### src/hw/rtl/pclt_pkg.sv
// shared types and constants for the piecewise linear curve table
package pclt_pkg;

  localparam int DW = 32;
  localparam int PROD_W = 66;
  localparam int DIVR_W = 33;

  typedef enum logic [2:0] {
    REQ_INSERT      = 3'd0,
    REQ_EVAL        = 3'd1,
    REQ_CLEAR_AFTER = 3'd2,
    REQ_NZ_VALUE    = 3'd3,
    REQ_NZ_SLOPE    = 3'd4,
    REQ_CLEAR_ALL   = 3'd5,
    REQ_TAIL        = 3'd6,
    REQ_HEAD        = 3'd7
  } req_t;

  typedef enum logic [1:0] {
    ST_OK    = 2'd0,
    ST_FULL  = 2'd1,
    ST_EMPTY = 2'd2
  } status_t;

  typedef enum logic [3:0] {
    S_IDLE,
    S_SCAN,
    S_SCAN_CMP,
    S_POST,
    S_SRCH,
    S_SRCH_CMP,
    S_HT,
    S_MUL,
    S_DIV_GO,
    S_DIV,
    S_SUM
  } state_t;

endpackage

### src/hw/rtl/pclt_div.sv
// iterative restoring divider, one quotient bit per cycle
module pclt_div (
  input  logic                          clk,
  input  logic                          rst,
  input  logic                          start,
  input  logic [pclt_pkg::PROD_W-1:0]   dividend,
  input  logic [pclt_pkg::DIVR_W-1:0]   divisor,
  output logic                          done,
  output logic [pclt_pkg::PROD_W-1:0]   quotient
);

  localparam int CNT_W = $clog2(pclt_pkg::PROD_W + 1);

  logic [pclt_pkg::DIVR_W:0]   rem;
  logic [pclt_pkg::DIVR_W-1:0] dvsr;
  logic [CNT_W-1:0]            cnt;
  logic                        busy;
  logic [pclt_pkg::DIVR_W:0]   trial;

  assign trial = {rem[pclt_pkg::DIVR_W-1:0], quotient[pclt_pkg::PROD_W-1]} - {1'b0, dvsr};

  always_ff @(posedge clk) begin
    if (rst) begin
      busy <= 1'b0;
      done <= 1'b0;
    end else begin
      done <= 1'b0;
      if (start) begin
        busy <= 1'b1;
      end else if (busy && cnt == CNT_W'(1)) begin
        busy <= 1'b0;
        done <= 1'b1;
      end
    end
  end

  always_ff @(posedge clk) begin
    if (start) begin
      rem      <= '0;
      dvsr     <= divisor;
      quotient <= dividend;
      cnt      <= CNT_W'(pclt_pkg::PROD_W);
    end else if (busy) begin
      cnt <= cnt - CNT_W'(1);
      if (!trial[pclt_pkg::DIVR_W]) begin
        rem      <= trial;
        quotient <= {quotient[pclt_pkg::PROD_W-2:0], 1'b1};
      end else begin
        rem      <= {rem[pclt_pkg::DIVR_W-1:0], quotient[pclt_pkg::PROD_W-1]};
        quotient <= {quotient[pclt_pkg::PROD_W-2:0], 1'b0};
      end
    end
  end

endmodule

### config.mk
export PLATFORM = sky130hd
export DESIGN_NAME = pclt_div
export DESIGN_NICKNAME = d
export VERILOG_FILES = /design/src/hw/rtl/pclt_pkg.sv /design/src/hw/rtl/pclt_div.sv
export SDC_FILE = /design/constraint.sdc
export NUM_CORES = 1
export LEC_CHECK = 0
export BUFFER_PORTS_ARGS = -buffer_cell sky130_fd_sc_hd__buf_2
export CAP_MARGIN = 30
export CORE_MARGIN = 2
export CORE_UTILIZATION = 60
export DETAILED_ROUTE_END_ITERATION = 7
export GPL_TIMING_DRIVEN = 1
export PLACE_DENSITY = 0.92
export SYNTH_ARGS = -nofsm -noshare
export SYNTH_HDL_FRONTEND = slang
export SYNTH_SLANG_ARGS = --single-unit
### constraint.sdc
create_clock -name clk -period 7.8 [get_ports clk]
set_clock_uncertainty 0.05 [all_clocks]
set_input_delay 0.78 -clock clk [delete_from_list [all_inputs] [get_ports clk]]
set_output_delay 0.78 -clock clk [all_outputs]
set_load 0.01 [all_outputs]
# Yosys cells after proc, flatten, opt, wreduce, memory -nomap -nowiden
# Index checks and enable logic that the tools add are counted.
[classes] bitwise_logic=0 div=0 n_shift=0 n_lt_le_gt_ge=0 addsub=2 n_reduce_logical=4 n_mux=7 multipliers=0 n_eq_ne=1
[op_table] cell="66-bit two-way mux" n=2
[op_table] cell="34-bit by 33-bit subtractor with 34-bit output" n=1
[op_table] cell="33-bit two-way mux" n=1
[op_table] cell="7-bit by 1-bit equality test with 1-bit output, second input constant" n=1
[op_table] cell="7-bit by 1-bit subtractor with 7-bit output, second input constant" n=1
[op_table] cell="1-bit two-way mux" n=4
[op_table] cell="2-bit nonzero test" n=2
[op_table] cell="2-bit OR reduction" n=1
[op_table] cell="1-bit logical AND" n=1
[totals] out_inout_bits=67 word_cells=20 rom_bits=0 latchBits=0 mem_bits_rw=0 reg_bits=141 mem_count=0

# Depth between registers and ports, before layout
# Gate-level depths: netlist (run 1).
[logic_depth] depth_word=4 mapped_depth=13

# Least setup slack after synthesis (run 1)
# OpenSTA, ideal clock, no wires.
[synth_path] path_kind="input to register" from="input port start" to="register quotient[0] (netlist name) (enable)" slack_ns=4.615 cell_stages=4 required_ns=7.330 n_path_buf=2 arrival_ns=2.715 cell_sequence="clkbuf_1 > clkbuf_1 > nor2_1 > inv_1"
[synth_between] elab_chain_cells=1
[synth_lines] element="from (decl)" line_no="pclt_div.sv:5" text="input logic start,"
[synth_lines] element="2-bit nonzero test (no line)"
[synth_lines] element="to (signal assigned)" line_no="pclt_div.sv:41" text="quotient <= dividend;"
[synth_lines] element="to (signal assigned)" line_no="pclt_div.sv:47" text="quotient <= {quotient[pclt_pkg::PROD_W-2:0], 1'b1};"
[synth_lines] element="to (signal assigned)" line_no="pclt_div.sv:50" text="quotient <= {quotient[pclt_pkg::PROD_W-2:0], 1'b0};"
[synth_lines] element="to (decl)" line_no="pclt_div.sv:9" text="output logic [pclt_pkg::PROD_W-1:0] quotient"
# No other way between the ends.
# A chain may end at the register's enable or synchronous reset.

# Final worst setup path (run 1)
[layout_path] from="register dvsr[3] (netlist name)" to="register rem[27] (netlist name)"
[layout_between] elab_chain_cells=2
[layout_lines] element="from (decl)" line_no="pclt_div.sv:15" text="logic [pclt_pkg::DIVR_W-1:0] dvsr;"
[layout_lines] element="from (signal assigned)" line_no="pclt_div.sv:40" text="dvsr <= divisor;"
[layout_lines] element="34-bit by 33-bit subtractor with 34-bit output" line_no="pclt_div.sv:20" text="assign trial = {rem[pclt_pkg::DIVR_W-1:0], quotient[pclt_pkg::PROD_W-1]} - {1'b0, dvsr};"
[layout_lines] element="33-bit two-way mux" line_no="pclt_div.sv:45" text="if (!trial[pclt_pkg::DIVR_W]) begin"
[layout_lines] element="to (signal assigned)" line_no="pclt_div.sv:46" text="rem <= trial;"
[layout_lines] element="to (signal assigned)" line_no="pclt_div.sv:49" text="rem <= {rem[pclt_pkg::DIVR_W-1:0], quotient[pclt_pkg::PROD_W-1]};"
[layout_lines] element="to (decl)" line_no="pclt_div.sv:14" text="logic [pclt_pkg::DIVR_W:0] rem;"
# No other way between the ends.

==> impl_results.html, run 1 <==
<table>
<tr><th>Metric</th><th>Value</th></tr>
<tr><th colspan="2">Synthesis</th></tr>
<tr><td>Share of synthesized flip-flops with an asynchronous set or reset</td><td>0%</td></tr>
<tr><td>Synth Flop Type</td><td>sky130_fd_sc_hd__edfxtp_1</td></tr>
<tr><td>Compound-Gate Fraction of Synth Area</td><td>17.5%</td></tr>
<tr><td>Post-synthesis instance total</td><td>715</td></tr>
<tr><td>Portion of the post-synthesis area used by sequential elements</td><td>47.9%</td></tr>
<tr><td>Flop and latch count out of synthesis</td><td>141</td></tr>
<tr><td>Synthesized-area fraction occupied by xor and xnor cells</td><td>2.97%</td></tr>
<tr><td>Post-Syn Nets</td><td>853</td></tr>
<tr><td>Fraction of synthesized area in multiplexers</td><td>9.58%</td></tr>
<tr><td>Count of cell types in the netlist</td><td>72</td></tr>
<tr><td>Number of synthesized flops with an enable pin</td><td>99</td></tr>
<tr><td>Largest family of logic cells by synthesized area</td><td>compound AO/OA/AOI/OAI gates</td></tr>
<tr><td>Count of synthesis-stage warnings from yosys</td><td>0</td></tr>
<tr><td>Adder-cell share of the synthesized area</td><td>5.75%</td></tr>
<tr><td>Area of the mapped netlist</td><td>0.00797 sq mm</td></tr>
<tr><td>Simple-gate portion of the synthesized area</td><td>12.0%</td></tr>
<tr><td>Mean instance size in the synthesized netlist</td><td>11.1 sq um</td></tr>
<tr><th colspan="2">Clock tree</th></tr>
<tr><td>Setup Buffers After CTS</td><td>0</td></tr>
<tr><td>Clock sinks</td><td>141</td></tr>
<tr><td>Clock latency on the worst-skew pair</td><td>0.43 ns</td></tr>
<tr><td>TritonCTS clock tree</td><td>built</td></tr>
<tr><td>CTS clk-pin slew, worst paths</td><td>0.07 ns</td></tr>
<tr><td>Count of cells resized by post-cts repair</td><td>0</td></tr>
<tr><td>CTS H-tree lvls</td><td>4</td></tr>
<tr><td>Inserted Clock Buffers</td><td>17</td></tr>
<tr><td>CTS hold repair buffers</td><td>0</td></tr>
<tr><td>Worst-case clock buffer depth</td><td>2</td></tr>
<tr><td>Clock tree root buffer cell</td><td>sky130_fd_sc_hd__clkbuf_16</td></tr>
<tr><th colspan="2">Status</th></tr>
<tr><td>Result of the run</td><td>completed</td></tr>
<tr><th colspan="2">Floorplanning</th></tr>
<tr><td>Core Region</td><td>0.0131 sq mm</td></tr>
<tr><td>Count of standard-cell rows</td><td>42</td></tr>
<tr><td>Die extent in y</td><td>119 microns</td></tr>
<tr><td>Die Area</td><td>0.0142 sq mm</td></tr>
<tr><td>Number of placed I/O pins</td><td>169</td></tr>
<tr><td>Starting density of the core</td><td>60.9%</td></tr>
<tr><td>Die extent in x</td><td>119 microns</td></tr>
<tr><th colspan="2">Final layout</th></tr>
<tr><td>Most frequent cells in the layout</td><td>sky130_fd_sc_hd__buf_2 (167), sky130_fd_sc_hd__edfxtp_1 (99), sky130_fd_sc_hd__mux2_2 (66), sky130_fd_sc_hd__nor2_1 (61), sky130_fd_sc_hd__inv_1 (42)</td></tr>
<tr><td>Area taken by flip-flops and latches</td><td>0.00381 sq mm</td></tr>
<tr><td>Fraction of final layout cells with drive strength greater than 1</td><td>37.2%</td></tr>
<tr><td>Leading cell type in the layout, fill and taps excluded</td><td>sky130_fd_sc_hd__buf_2</td></tr>
<tr><td>Area growth, synth to finish</td><td>19.4%</td></tr>
<tr><td>Filler-free cell count of the finished design</td><td>1061</td></tr>
<tr><td>Number of nets in the layout</td><td>1009</td></tr>
<tr><td>Filler cells</td><td>868</td></tr>
<tr><td>Multi-input gate area</td><td>0.00380 sq mm</td></tr>
<tr><th colspan="2">Routing</th></tr>
<tr><td>Final routed DRC violation total</td><td>0</td></tr>
<tr><td>Initial DRC count</td><td>508</td></tr>
<tr><td>Number of routed nets with antenna violations</td><td>0</td></tr>
<tr><td>Detailed-router iteration count before antenna repair</td><td>5</td></tr>
<tr><td>Avg WL per Cell</td><td>19.0 microns</td></tr>
<tr><td>Total vias in the final route</td><td>6431</td></tr>
<tr><td>Routed via count divided by cell count</td><td>6.06</td></tr>
<tr><td>Total routed wirelength</td><td>20200 microns</td></tr>
<tr><th colspan="2">GRT</th></tr>
<tr><td>Maximum number of pins on one net before global-route repair</td><td>67</td></tr>
<tr><td>Met1 Usage GRT</td><td>34.2%</td></tr>
<tr><td>Gr ovfl total</td><td>0</td></tr>
<tr><td>Met2 Usage GRT</td><td>49.9%</td></tr>
<tr><td>Total track usage</td><td>29.1%</td></tr>
<tr><td>First-pass GRT wire length</td><td>32500 microns</td></tr>
<tr><td>Initial antenna violation count</td><td>3</td></tr>
<tr><td>Vias in the first global route</td><td>6492</td></tr>
<tr><td>Global-route met3 utilization</td><td>9.48%</td></tr>
<tr><td>Peak-usage layer in the global routing report</td><td>met2</td></tr>
<tr><th colspan="2">STA</th></tr>
<tr><td>Finish-stage setup viols</td><td>0</td></tr>
<tr><td>TNS Setup</td><td>0 ns</td></tr>
<tr><td>Slew Limit Fails</td><td>0</td></tr>
<tr><td>RSZ-0062 raised after global routing</td><td>no</td></tr>
<tr><td>Final critical path time including I/O delays and setup</td><td>3.43 ns</td></tr>
<tr><td>Maximum clock rate</td><td>0.292 GHz</td></tr>
<tr><td>Transition at the pin with the smallest max-transition slack</td><td>1.00 ns</td></tr>
<tr><td>Final clock period utilization by the worst path</td><td>43.9%</td></tr>
<tr><td>Tightest slew margin relative to the limit</td><td>32.9%</td></tr>
<tr><td>Endpoints failing hold</td><td>0</td></tr>
<tr><th colspan="2">Placement</th></tr>
<tr><td>HPWL Detailed</td><td>13900 microns</td></tr>
<tr><td>Routability congestion estimate from global placement</td><td>0.987</td></tr>
<tr><td>Number of I/O port buffers</td><td>168</td></tr>
<tr><td>Placed insts</td><td>1028</td></tr>
<tr><th colspan="2">Pwr</th></tr>
<tr><td>Worst ir drop on vdd</td><td>0.160 mV</td></tr>
<tr><td>P per Cell Area</td><td>237 mW/mm^2</td></tr>
<tr><td>Cell leakage power</td><td>3.92 nW</td></tr>
<tr><th colspan="2">Critical path</th></tr>
<tr><td>CP arrival</td><td>3.70 ns</td></tr>
<tr><td>CP Launch Type</td><td>flop</td></tr>
<tr><td>Required time of the critical path</td><td>8.07 ns</td></tr>
<tr><td>Largest incremental delay on the critical path</td><td>0.81 ns</td></tr>
<tr><td>Critical-path top delay cell</td><td>sky130_fd_sc_hd__o21ai_4</td></tr>
<tr><td>Ordered list of cells on the worst path</td><td>inv_1 &gt; ha_1 &gt; and2_4 &gt; a221oi_2 &gt; a21oi_2 &gt; a21oi_4 &gt; o21ai_4 &gt; o21ai_4 &gt; nand2_2 &gt; o311a_1</td></tr>
<tr><td>Worst setup EP type</td><td>flop</td></tr>
<tr><td>Cell occurring most often along the worst timing path</td><td>sky130_fd_sc_hd__o21ai_4</td></tr>
<tr><td>Worst Path Max Fanout</td><td>27</td></tr>
<tr><td>Path type of the worst setup path</td><td>flop to flop</td></tr>
<tr><th colspan="2">Worst hold path</th></tr>
<tr><td>Hold/Removal Path Class</td><td>flop to flop</td></tr>
<tr><th colspan="2">Flow run</th></tr>
<tr><td>Max-cap check violation count</td><td>0</td></tr>
</table>
==> cell families (layout without fill, tap and decap cells) <==
kind of cell	after synthesis	after routing
other cells	0	1
xor+xnor	27	27
compound gates	182	182
flops	141	141
simple gates	181	181
fa+ha+maj	36	36
buf+inv	80	249
mux	68	68
==> cells in the mapped netlist, drive strengths merged, types with 14 or more instances <==
library cell | instances | area, sq um
edfxtp | 99 | 2970
nand2 | 41 | 159
nand3 | 32 | 240
a21oi | 34 | 189
mux2 | 66 | 743
clkbuf | 20 | 75.1
inv | 43 | 161
dfxtp | 42 | 841
nor2 | 61 | 229
a311oi | 23 | 302
a211oi | 16 | 120
buf | 17 | 111
xor2 | 14 | 123
o21ai | 48 | 274
ha | 35 | 438
==> critical path, delay by kind of cell (launching register included) <==
family / cells / cell delay, ns
compound gates: 6 / 2.06
buf+inv: 1 / 0.07
flops: 1 / 0.37
simple gates: 2 / 0.49
fa+ha+maj: 1 / 0.26
==> layout make-up <==
type                            instances  share of cell area, %
Sequential cell                       141                   40.1
Multi-Input combinational cell        494                   40.0
Timing Repair Buffer                  174                   9.42
Clock buffer                           18                   4.62
Tap cell                              176                   2.32
Clock inverter                         14                   1.82
Inverter                               43                   1.70
Antenna cell                            1                 0.0263
==> flip-flops by register name, summed over array words and instances, names as in the netlist <==
signal	flops
quotient	66
dvsr	33
rem	33
cnt	7
busy	1
done	1
==> worst paths after layout <==
kind	slack, ns	from	depth (start not counted)	to
worst min register to register	0.46	rem[30]	2	rem[31]
worst max-delay path	4.37	dvsr[3]	10	rem[27]
worst max register to register	4.37	dvsr[3]	10	rem[27]
worst min-delay path	0.46	rem[30]	2	rem[31]
==> metrics by stage <==
| step | setup slack, ns | utilization, % | total power (W) | area [sq um] | hold slack [ns] |
|---|---|---|---|---|---|
| floorplan | 4.61 | - | 0.00127 | 7970 | 0.405 |
| global placement | 4.42 | 67.9 | 0.00139 | 8880 | 0.417 |
| detailed placement | 4.44 | 68.0 | 0.00141 | 8900 | 0.424 |
| CTS | 4.42 | 72.7 | 0.00226 | 9510 | 0.454 |
| global route | 4.21 | 72.7 | 0.00234 | 9510 | 0.461 |
| finish | 4.37 | 72.7 | 0.00226 | 9510 | 0.463 |
==> report_power, final <==
part / switching, W / internal [W]
clock: 0.000355 / 0.000493
sequential: 0.0000491 / 0.000883
combinational: 0.000278 / 0.000197
==> metal layers <==
layer  wire length [microns]  part of all wire, %
met5                      11                0.054
met4                     402                  2.0
met3                    1620                  8.0
met2                   10300                   51
met1                    7880                   39
Note: power is estimated with default switching activity, not from simulation.
==> run 2, diff against run 1 <==
--- a/config.mk
+++ b/config.mk
@@ -8,10 +8,10 @@
 export BUFFER_PORTS_ARGS = -buffer_cell sky130_fd_sc_hd__buf_2
 export CAP_MARGIN = 30
 export CORE_MARGIN = 2
-export CORE_UTILIZATION = 60
+export CORE_UTILIZATION = 55
 export DETAILED_ROUTE_END_ITERATION = 7
 export GPL_TIMING_DRIVEN = 1
-export PLACE_DENSITY = 0.92
+export PLACE_DENSITY = 0.85
 export SYNTH_ARGS = -nofsm -noshare
 export SYNTH_HDL_FRONTEND = slang
 export SYNTH_SLANG_ARGS = --single-unit
==> constraint.sdc (replaced) <==
create_clock -name clk -period 3.4 [get_ports clk]
set_clock_uncertainty 0.05 [all_clocks]
set_input_delay 0.34 -clock clk [delete_from_list [all_inputs] [get_ports clk]]
set_output_delay 0.34 -clock clk [all_outputs]
set_load 0.01 [all_outputs]
==> run 2 against run 1 <==
Against the previous run:
- die area grew 8.8%
- critical endpoint is now rem[26]
- largest cell class unchanged
- hold slack lost 0.43 ns
- global-route usage shrank 3.8 points
- via count shrank 1.6%
- highest routed layer is now met4
==> impl_results.html, run 2 (synthesis gave the netlist of run 1 again) <==
<table>
<tr><th>Metric</th><th>Value</th></tr>
<tr><th colspan="2">Final layout</th></tr>
<tr><td>Area growth, synth to finish</td><td>20.7% (was 19.4%)</td></tr>
<tr><td>Largest regs</td><td>quotient (66), dvsr (33), rem (33) (unchanged)</td></tr>
<tr><td>Fraction of final layout cells with drive strength greater than 1</td><td>37.9% (was 37.2%)</td></tr>
<tr><td>Number of diodes added for antenna fixing</td><td>0 (was 1)</td></tr>
<tr><td>Leading cell type in the layout, fill and taps excluded</td><td>sky130_fd_sc_hd__buf_2 (unchanged)</td></tr>
<tr><td>Final Core Density</td><td>68.7% (was 72.7%)</td></tr>
<tr><td>Number of flip-flops under the largest register name</td><td>66 (unchanged)</td></tr>
<tr><td>Register name with the most flops</td><td>quotient (unchanged)</td></tr>
<tr><td>Number of nets in the layout</td><td>1019 (was 1009)</td></tr>
<tr><td>Most frequent cells in the layout</td><td>sky130_fd_sc_hd__buf_2 (167), sky130_fd_sc_hd__edfxtp_1 (99), sky130_fd_sc_hd__mux2_2 (66), sky130_fd_sc_hd__nor2_1 (61), sky130_fd_sc_hd__inv_1 (42) (unchanged)</td></tr>
<tr><th colspan="2">Critical path</th></tr>
<tr><td>CP arrival</td><td>3.23 ns (was 3.70 ns)</td></tr>
<tr><td>Path type of the worst setup path</td><td>flop to flop (unchanged)</td></tr>
<tr><td>CP Launch Type</td><td>flop (unchanged)</td></tr>
<tr><td>Worst Path Max Fanout</td><td>8 (was 27)</td></tr>
<tr><td>Worst setup EP type</td><td>flop (unchanged)</td></tr>
<tr><td>Required time of the critical path</td><td>3.68 ns (was 8.07 ns)</td></tr>
<tr><th colspan="2">Routing</th></tr>
<tr><td>Total routed wirelength</td><td>19300 microns (was 20200 microns)</td></tr>
<tr><td>Number of routed nets with antenna violations</td><td>0 (unchanged)</td></tr>
<tr><td>Avg WL per Cell</td><td>18.0 microns (was 19.0 microns)</td></tr>
<tr><td>Total vias in the final route</td><td>6329 (was 6431)</td></tr>
<tr><td>Initial DRC count</td><td>577 (was 508)</td></tr>
<tr><td>Final routed DRC violation total</td><td>0 (unchanged)</td></tr>
<tr><td>Detailed-router iteration count before antenna repair</td><td>5 (unchanged)</td></tr>
<tr><td>Routed via count divided by cell count</td><td>5.89 (was 6.06)</td></tr>
<tr><th colspan="2">Status</th></tr>
<tr><td>Result of the run</td><td>completed (unchanged)</td></tr>
<tr><th colspan="2">STA</th></tr>
<tr><td>Final clock period utilization by the worst path</td><td>86.8% (was 43.9%)</td></tr>
<tr><td>Endpoints failing hold</td><td>0 (unchanged)</td></tr>
<tr><td>Maximum clock rate</td><td>0.339 GHz (was 0.292 GHz)</td></tr>
<tr><td>TNS Setup</td><td>0 ns (unchanged)</td></tr>
<tr><td>Transition at the pin with the smallest max-transition slack</td><td>0.551 ns (was 1.00 ns)</td></tr>
<tr><td>Tightest slew margin relative to the limit</td><td>63.1% (was 32.9%)</td></tr>
<tr><td>Final critical path time including I/O delays and setup</td><td>2.95 ns (was 3.43 ns)</td></tr>
<tr><td>Min setup slack post-route</td><td>0.449 ns (was 4.37 ns)</td></tr>
<tr><td>Slew Limit Fails</td><td>0 (unchanged)</td></tr>
<tr><td>RSZ-0062 raised after global routing</td><td>no (unchanged)</td></tr>
<tr><td>Finish-stage setup viols</td><td>0 (unchanged)</td></tr>
<tr><th colspan="2">GRT</th></tr>
<tr><td>First-pass GRT wire length</td><td>31700 microns (was 32500 microns)</td></tr>
<tr><td>Initial antenna violation count</td><td>0 (was 3)</td></tr>
<tr><td>Vias in the first global route</td><td>6426 (was 6492)</td></tr>
<tr><td>Gr ovfl total</td><td>0 (unchanged)</td></tr>
<tr><td>Total track usage</td><td>25.3% (was 29.1%)</td></tr>
<tr><td>Maximum number of pins on one net before global-route repair</td><td>78 (was 67)</td></tr>
<tr><th colspan="2">Placement</th></tr>
<tr><td>Post-placement worst setup slack</td><td>0.517 ns (was 4.44 ns)</td></tr>
<tr><td>HPWL Detailed</td><td>13800 microns (was 13900 microns)</td></tr>
<tr><td>Number of I/O port buffers</td><td>168 (unchanged)</td></tr>
<tr><td>Routability congestion estimate from global placement</td><td>0.901 (was 0.987)</td></tr>
<tr><th colspan="2">Pwr</th></tr>
<tr><td>Switching pwr</td><td>0.00157 W (was 0.000682 W)</td></tr>
<tr><td>Worst ir drop on vdd</td><td>0.439 mV (was 0.160 mV)</td></tr>
<tr><td>Clk network pwr share</td><td>37.7% (was 37.6%)</td></tr>
<tr><td>Cell leakage power</td><td>3.98 nW (was 3.92 nW)</td></tr>
<tr><td>Combinational cell fraction of total power</td><td>21.2% (was 21.1%)</td></tr>
<tr><td>Sw Ratio</td><td>30.2% (about the same)</td></tr>
<tr><td>Internal power summed over all cells</td><td>0.00362 W (was 0.00157 W)</td></tr>
<tr><td>P per Cell Area</td><td>539 mW/mm^2 (was 237 mW/mm^2)</td></tr>
<tr><td>Part of the power in registers</td><td>41.1% (was 41.3%)</td></tr>
<tr><th colspan="2">Clock tree</th></tr>
<tr><td>Count of cells resized by post-cts repair</td><td>0 (unchanged)</td></tr>
<tr><td>CTS H-tree lvls</td><td>4 (unchanged)</td></tr>
<tr><td>Clock tree root buffer cell</td><td>sky130_fd_sc_hd__clkbuf_16 (unchanged)</td></tr>
<tr><td>TritonCTS clock tree</td><td>built (unchanged)</td></tr>
<tr><td>Inserted Clock Buffers</td><td>17 (unchanged)</td></tr>
<tr><td>Clock sinks</td><td>141 (unchanged)</td></tr>
<tr><td>Setup Buffers After CTS</td><td>0 (unchanged)</td></tr>
<tr><td>CTS hold repair buffers</td><td>0 (unchanged)</td></tr>
<tr><td>Clock latency on the worst-skew pair</td><td>0.43 ns (about the same)</td></tr>
<tr><td>CTS clk-pin slew, worst paths</td><td>0.06 ns (was 0.07 ns)</td></tr>
<tr><td>Worst-case clock buffer depth</td><td>2 (unchanged)</td></tr>
<tr><th colspan="2">Worst hold path</th></tr>
<tr><td>Hold/Removal Path Class</td><td>input port to flop (was flop to flop)</td></tr>
<tr><th colspan="2">Floorplanning</th></tr>
<tr><td>Starting density of the core</td><td>56.9% (was 60.9%)</td></tr>
<tr><td>Die Area</td><td>0.0155 sq mm (was 0.0142 sq mm)</td></tr>
<tr><td>Core Region</td><td>0.0140 sq mm (was 0.0131 sq mm)</td></tr>
<tr><td>Count of standard-cell rows</td><td>43 (was 42)</td></tr>
<tr><td>Number of placed I/O pins</td><td>169 (unchanged)</td></tr>
<tr><td>Die extent in x</td><td>124 microns (was 119 microns)</td></tr>
<tr><td>Die extent in y</td><td>124 microns (was 119 microns)</td></tr>
<tr><th colspan="2">Flow run</th></tr>
<tr><td>Max-cap check violation count</td><td>0 (unchanged)</td></tr>
</table>
run 2: final cells by class:
type / count / area [sq um]
well taps: 180 / 225
fillers: 1050 / 4370
inverters: 43 / 161
clock inverters: 15 / 195
flip-flops and latches: 141 / 3810
clock buffers: 17 / 425
repair buffers: 184 / 988
multi-input cells: 494 / 3800
run 2: power groups by stage:
stage | registers (W) | clock network (W) | logic, W
after floorplan | 0.00218 | 0 | 0.000736
after global placement | 0.00216 | 0 | 0.00106
after detailed placement | 0.00216 | 0 | 0.00108
after CTS | 0.00213 | 0.00198 | 0.00109
after global routing | 0.00215 | 0.00206 | 0.00121
final | 0.00213 | 0.00195 | 0.00110
run 2: metal layers:
layer	vias to the layer above	track usage, %	routed length (microns)
li1	3017	-	-
met1	3016	30.4	7830
met2	254	43.5	9730
met3	42	7.22	1400
met4	0	9.12	368
met5	-	0	0
run 2: critical path: stages, from the launching register on:
cell and delay [ns]:
sky130_fd_sc_hd__edfxtp_1 0.42, sky130_fd_sc_hd__inv_1 0.08, sky130_fd_sc_hd__ha_1 0.18, sky130_fd_sc_hd__fa_1 0.23, sky130_fd_sc_hd__nand2b_1 0.14, sky130_fd_sc_hd__a21oi_1 0.09
sky130_fd_sc_hd__nor3b_1 0.46, sky130_fd_sc_hd__o21ai_2 0.20, sky130_fd_sc_hd__o21ai_2 0.35, sky130_fd_sc_hd__a21oi_1 0.12, sky130_fd_sc_hd__o31a_1 0.30, sky130_fd_sc_hd__a211oi_1 0.23
run 2: per-stage QoR:
stage	instance area (sq um)	std cells	total power, W	hold WS (ns)
floorplan	7970	715	0.00291	0.362
finish	9610	1074	0.00518	0.0279
global route	9610	1074	0.00542	0.0157
global placement	8990	1042	0.00322	0.420
detailed placement	8990	1042	0.00324	0.452
CTS	9610	1074	0.00520	0.0135
run 2: worst paths after layout:
path                     start      end  slack, ns  cells after the start
hold / removal             rst     busy       0.03                      2
setup / recovery  quotient[65]  rem[26]       0.45                     11
setup reg to reg  quotient[65]  rem[26]       0.45                     11
hold reg to reg         rem[3]   rem[3]       0.47                      2
